[config.mk]
export PLATFORM = sky130hd
export DESIGN_NAME = gbt_ctrl
export DESIGN_NICKNAME = d
export VERILOG_FILES = /design/src/rtl/gbt_pkg.sv /design/src/rtl/gbt_ctrl.sv
export SDC_FILE = /design/constraint.sdc
export NUM_CORES = 1
export LEC_CHECK = 0
export ABC_AREA = 1
export BUFFER_PORTS_ARGS = -buffer_cell sky130_fd_sc_hd__buf_2
export CAP_MARGIN = 5
export CORE_AREA = 2 2 39 41
export DETAILED_ROUTE_END_ITERATION = 10
export DIE_AREA = 0 0 41 43
export PLACE_DENSITY = 0.74
export SETUP_SLACK_MARGIN = 0.5
export SYNTH_ARGS = -nofsm -noshare
export SYNTH_HDL_FRONTEND = slang
export SYNTH_SLANG_ARGS = --single-unit
[constraint.sdc]
create_clock -name clk_i -period 1.4 [get_ports clk_i]
set_input_delay 0.28 -clock clk_i [delete_from_list [all_inputs] [get_ports clk_i]]
set_output_delay 0.28 -clock clk_i [all_outputs]
set_load 0.03 [all_outputs]
[src/rtl/gbt_pkg.sv]
`timescale 1ns / 1ps
// ----------------------------------------------------------------------------
// Graph traversal package
// Item types, function and status codes, and the command and status bundles
// that pass between the controller and the datapath.
// ----------------------------------------------------------------------------
package gbt_pkg;

  localparam logic [1:0] FUNC_CLEAR = 2'd0;
  localparam logic [1:0] FUNC_ADD   = 2'd1;
  localparam logic [1:0] FUNC_BFS   = 2'd2;
  localparam logic [1:0] FUNC_DFS   = 2'd3;

  localparam logic [1:0] ST_OK    = 2'd0;
  localparam logic [1:0] ST_RANGE = 2'd1;
  localparam logic [1:0] ST_FULL  = 2'd2;

  localparam logic [6:0] VCOUNT_RESET = 7'd64;

  typedef struct packed {
    logic [1:0] func;
    logic [5:0] first_vertex;
    logic [5:0] second_vertex;
  } in_item_t;

  typedef struct packed {
    logic [5:0] visited_vertex;
    logic       last_of_run;
    logic [1:0] status;
  } out_item_t;

  typedef enum logic [1:0] {
    HSEL_A,
    HSEL_B,
    HSEL_CUR
  } head_sel_e;

  typedef struct packed {
    logic       accept;
    logic       clear_graph;
    logic       status_ld;
    logic [1:0] status_val;
    logic       head_rd;
    head_sel_e  head_sel;
    logic       add_wr;
    logic       add_wr_b;
    logic       walk_init;
    logic       pop;
    logic       pool_rd_head;
    logic       pool_rd_link;
    logic       edge_proc;
    logic       emit_status;
    logic       emit_vertex;
  } dp_cmd_t;

  typedef struct packed {
    logic [1:0] func;
    logic       range_bad;
    logic       start_bad;
    logic       pool_full;
    logic       head_null;
    logic       link_null;
    logic       list_empty;
    logic       out_free;
  } dp_sts_t;

endpackage

[src/rtl/gbt_ctrl.sv]
`timescale 1ns / 1ps
// ----------------------------------------------------------------------------
// Graph traversal controller
// State machine that sequences clears, edge inserts and walks.
// ----------------------------------------------------------------------------
module gbt_ctrl (
  input  logic             clk_i,
  input  logic             rst_ni,
  input  logic             in_valid_i,
  output logic             in_stall_o,
  input  gbt_pkg::dp_sts_t sts_i,
  output gbt_pkg::dp_cmd_t cmd_o
);

  localparam logic [3:0] S_IDLE      = 4'd0;
  localparam logic [3:0] S_DECODE    = 4'd1;
  localparam logic [3:0] S_ADD_WR_A  = 4'd2;
  localparam logic [3:0] S_ADD_RD_B  = 4'd3;
  localparam logic [3:0] S_ADD_WR_B  = 4'd4;
  localparam logic [3:0] S_EMIT_ST   = 4'd5;
  localparam logic [3:0] S_WALK_INIT = 4'd6;
  localparam logic [3:0] S_POP       = 4'd7;
  localparam logic [3:0] S_LATCH     = 4'd8;
  localparam logic [3:0] S_HEAD      = 4'd9;
  localparam logic [3:0] S_EDGE      = 4'd10;
  localparam logic [3:0] S_EMIT_V    = 4'd11;

  logic [3:0] state_q;
  logic [3:0] state_d;

  assign in_stall_o = (state_q != S_IDLE);

  always_comb begin
    state_d = state_q;
    cmd_o   = '0;
    case (state_q)
      S_IDLE: begin
        if (in_valid_i) begin
          cmd_o.accept = 1'b1;
          state_d      = S_DECODE;
        end
      end
      S_DECODE: begin
        case (sts_i.func)
          gbt_pkg::FUNC_CLEAR: begin
            cmd_o.clear_graph = 1'b1;
            cmd_o.status_ld   = 1'b1;
            cmd_o.status_val  = gbt_pkg::ST_OK;
            state_d           = S_EMIT_ST;
          end
          gbt_pkg::FUNC_ADD: begin
            if (sts_i.range_bad) begin
              cmd_o.status_ld  = 1'b1;
              cmd_o.status_val = gbt_pkg::ST_RANGE;
              state_d          = S_EMIT_ST;
            end else if (sts_i.pool_full) begin
              cmd_o.status_ld  = 1'b1;
              cmd_o.status_val = gbt_pkg::ST_FULL;
              state_d          = S_EMIT_ST;
            end else begin
              cmd_o.head_rd  = 1'b1;
              cmd_o.head_sel = gbt_pkg::HSEL_A;
              state_d        = S_ADD_WR_A;
            end
          end
          default: begin
            if (sts_i.start_bad) begin
              cmd_o.status_ld  = 1'b1;
              cmd_o.status_val = gbt_pkg::ST_RANGE;
              state_d          = S_EMIT_ST;
            end else begin
              state_d = S_WALK_INIT;
            end
          end
        endcase
      end
      S_ADD_WR_A: begin
        cmd_o.add_wr = 1'b1;
        state_d      = S_ADD_RD_B;
      end
      S_ADD_RD_B: begin
        cmd_o.head_rd  = 1'b1;
        cmd_o.head_sel = gbt_pkg::HSEL_B;
        state_d        = S_ADD_WR_B;
      end
      S_ADD_WR_B: begin
        cmd_o.add_wr     = 1'b1;
        cmd_o.add_wr_b   = 1'b1;
        cmd_o.status_ld  = 1'b1;
        cmd_o.status_val = gbt_pkg::ST_OK;
        state_d          = S_EMIT_ST;
      end
      S_EMIT_ST: begin
        if (sts_i.out_free) begin
          cmd_o.emit_status = 1'b1;
          state_d           = S_IDLE;
        end
      end
      S_WALK_INIT: begin
        cmd_o.walk_init = 1'b1;
        state_d         = S_POP;
      end
      S_POP: begin
        cmd_o.pop = 1'b1;
        state_d   = S_LATCH;
      end
      S_LATCH: begin
        cmd_o.head_rd  = 1'b1;
        cmd_o.head_sel = gbt_pkg::HSEL_CUR;
        state_d        = S_HEAD;
      end
      S_HEAD: begin
        if (sts_i.head_null) begin
          state_d = S_EMIT_V;
        end else begin
          cmd_o.pool_rd_head = 1'b1;
          state_d            = S_EDGE;
        end
      end
      S_EDGE: begin
        cmd_o.edge_proc = 1'b1;
        if (sts_i.link_null) begin
          state_d = S_EMIT_V;
        end else begin
          cmd_o.pool_rd_link = 1'b1;
        end
      end
      S_EMIT_V: begin
        if (sts_i.out_free) begin
          cmd_o.emit_vertex = 1'b1;
          state_d           = sts_i.list_empty ? S_IDLE : S_POP;
        end
      end
      default: begin
        state_d = S_IDLE;
      end
    endcase
  end

  always_ff @(posedge clk_i or negedge rst_ni) begin
    if (!rst_ni) begin
      state_q <= S_IDLE;
    end else begin
      state_q <= state_d;
    end
  end

endmodule

==> metrics.txt <==
outcome=finished, violations left; failing checks=negative setup slack; max reg flops=4; Comb power frac=0.842; number of global-route vias before repair=about 900; switching power=roughly 1.6 mW; total grt overflow=0; # diodes=0; CP dominant cell by count=buf_6; setup TNS=-4.239 ns; dominant cells by area after synthesis=nand2_1, dfrtp_1, nor2_1, inv_1, nand3_1; Num CTS Buffers=3; Die Ht=roughly 43 um; crit start category=flip-flop; post-synthesis cell count=102; nets@finish=roughly 170; hpwl dp=between 1500 and 2000 um; Sink Count=4; max-slew violation count=0; setup ws final=-0.3170 ns; cell row count=14; ANT nets after route=0; FILL cells=48; cell internal pwr=approximately 1.4 mW; max-cap check violation count=0; Placeable Area=1384 um^2; period utilization=1.226; CTS H-tree depth=1; clock slew at reported path FFs=around 0.040 ns; Reg area=about 110 um^2; CP Cell Sequence=nor2_4, buf_6, nand3_4, o21ai_2, buf_6; Largest Register=state_q; switch share=0.5385; Initial DRT Pass Iterations=4; HP Class=input port to asynchronous set/reset pin; register share of total power=0.102; Seq/Total Area, Yosys=0.1869; kind of critical path=flip-flop to primary output; CTS root buf=clkbuf_4; area of the multi-input gates=around 570 um^2; Worst Tran Pin Value=~0.35 ns; first-pass GRT wire length=3553 um; synth cell count leaders=nand2_1, nor2_1, inv_1; DR WL/cell=approximately 16 um; Hold Violations, Final=0; Syn Nets=114; ys async rst share=1.000; Critical-path top delay cell=dfrtp_2; Synth cell types=17; drt drc=0; Area after DPL=approximately 940 um^2; LEAKAGE=between 0.6 and 0.7 nW; average size of a mapped cell=5.250 um^2; most frequent cell after synthesis=nand2_1; routability cong.=~0.8; 1st-iter DRT viols=11; largest net degree at the start of global routing=7; Worst EP arrival=1.44 ns; Primary FF master, synth=dfrtp_1; Clock Path Buffers=2; Synth top area share=0.1963; I/O pin count=30; Die Span X=41 um; # port buffers=29; DR vias=roughly 890; final WL=2778 um; Layout area overhead=140.7%; GRT Overall Usage=0.2987; Yosys warnings=0; CP Max Fanout=4; CTS tree=yes; Max stage delay on crit path=about 0.45 ns; critical path endpoint category=primary output; Clk Latency, worst-skew pair=around 0.24 ns; fmax=582.4 MHz; Slew headroom=0.7652; synthesis-stage register bit count=4; clk_skew=around 0.0017 ns; Starting Density=0.3870; layout cells sized above 1=0.7205; initial antenna violation count=0; Yosys top cell by area=nand2_1; Clk pwr share=0.056; Post-synth EDFFs=0; worst endpoint required time=between 1 and 1.5 ns; mean number of vias per cell=a little over 5; Post-Syn Area=~540 um^2; Power Dens Cells=between 2000 and 2500 nW/um^2; Max VDD drop=between 0.001 and 0.0015 V; RSZ-0062 raised after global routing=yes; post-layout min period=roughly 1.7 ns; post-route cell area=around 1300 um^2; Top Registers=state_q (4); Die Area=between 1500 and 2000 um^2; final setup violation count=22
critical path, delay by kind of cell, from the launching register on:
family                 cells  cell delay, ns
AO/OA/AOI/OAI              1            0.16
AND/OR/NAND/NOR            2            0.30
flip-flops                 1            0.45
buffers and inverters      2            0.28
cell usage in the layout, fill, tap and decap left out, types with 2 or more instances in the layout:
cell and count:
nor2_1 8, nor2_4 14, buf_6 21, nand3_4 2
nand2_4 7, buf_2 12, o21ai_2 3, nand3_2 2
a21oi_1 3, nor2_2 2, inv_4 4, nand2_1 16
inv_2 8, nand3_1 3, dfrtp_2 4, buf_4 21
clkbuf_4 3, nand2_2 10, inv_1 12
through the flow:
stage	util	hold slack (ns)	setup WS [ns]	instances	power, mW
detailed placement	0.6808	0.09241	-0.09409	157	2.039
global placement	0.6808	0.08663	-0.05702	157	1.989
CTS	0.8481	0.3680	-0.2819	169	2.634
finish	0.9313	0.3923	-0.3170	177	3.035
global route	0.9313	0.4053	-0.3681	177	3.192
floorplan	-	-0.01559	-0.02369	102	1.508
routing by layer:
layer | part of all wire | track usage
met3 | 0.056 | 0.05759
met1 | 0.39 | 0.3105
met5 | 0 | 0
met4 | 0.032 | 0.1533
met2 | 0.53 | 0.5219
repair_timing:
| action | in CTS | in global routing |
|---|---|---|
| gates resized for setup | 41 | 17 |
| setup buffers | 7 | 8 |
| cloned | 0 | 0 |
| pin swaps | 14 | 7 |
| endpoints found under the setup margin | 22 | 22 |
| endpoints found under the hold margin | 4 | 0 |
| hold buffers | 1 | 0 |
cell type report:
type                       instances  share of cell area
clock buffer                       4             0.02039
inverter                          24             0.07767
multi-input combinational         74              0.4447
sequential                         4             0.08155
tap                               16             0.01553
timing repair buffer              55              0.3602
cells by family after synthesis:
kind of cell,after synthesis,synth area share
AO/OA/AOI/OAI,7,0.07244
flip-flops,4,0.1869
buffers and inverters,24,0.1682
AND/OR/NAND/NOR,67,0.5724
power groups by stage:
stage	Sequential, mW	Clock (mW)	Combinational [mW]
after floorplan	0.282	0	1.23
after global placement	0.289	0	1.70
after detailed placement	0.299	0	1.74
after CTS	0.305	0.170	2.16
after global routing	0.323	0.174	2.69
final	0.309	0.170	2.56
final timing paths:
path	to	slack, ns	from	depth (start not counted)
worst max-delay path	cmd_o[14]	-0.32	state_q[3]	5
worst min-delay path	state_q[3]	0.39	rst_ni	2
worst max register to register	state_q[2]	-0.07	state_q[1]	9
worst min register to register	state_q[3]	0.74	state_q[1]	3
max in group asynchronous	state_q[0]	0.86	rst_ni	2
min in group clk_i	state_q[0]	0.49	sts_i[0]	4
Note: power is estimated with default switching activity, not from simulation.
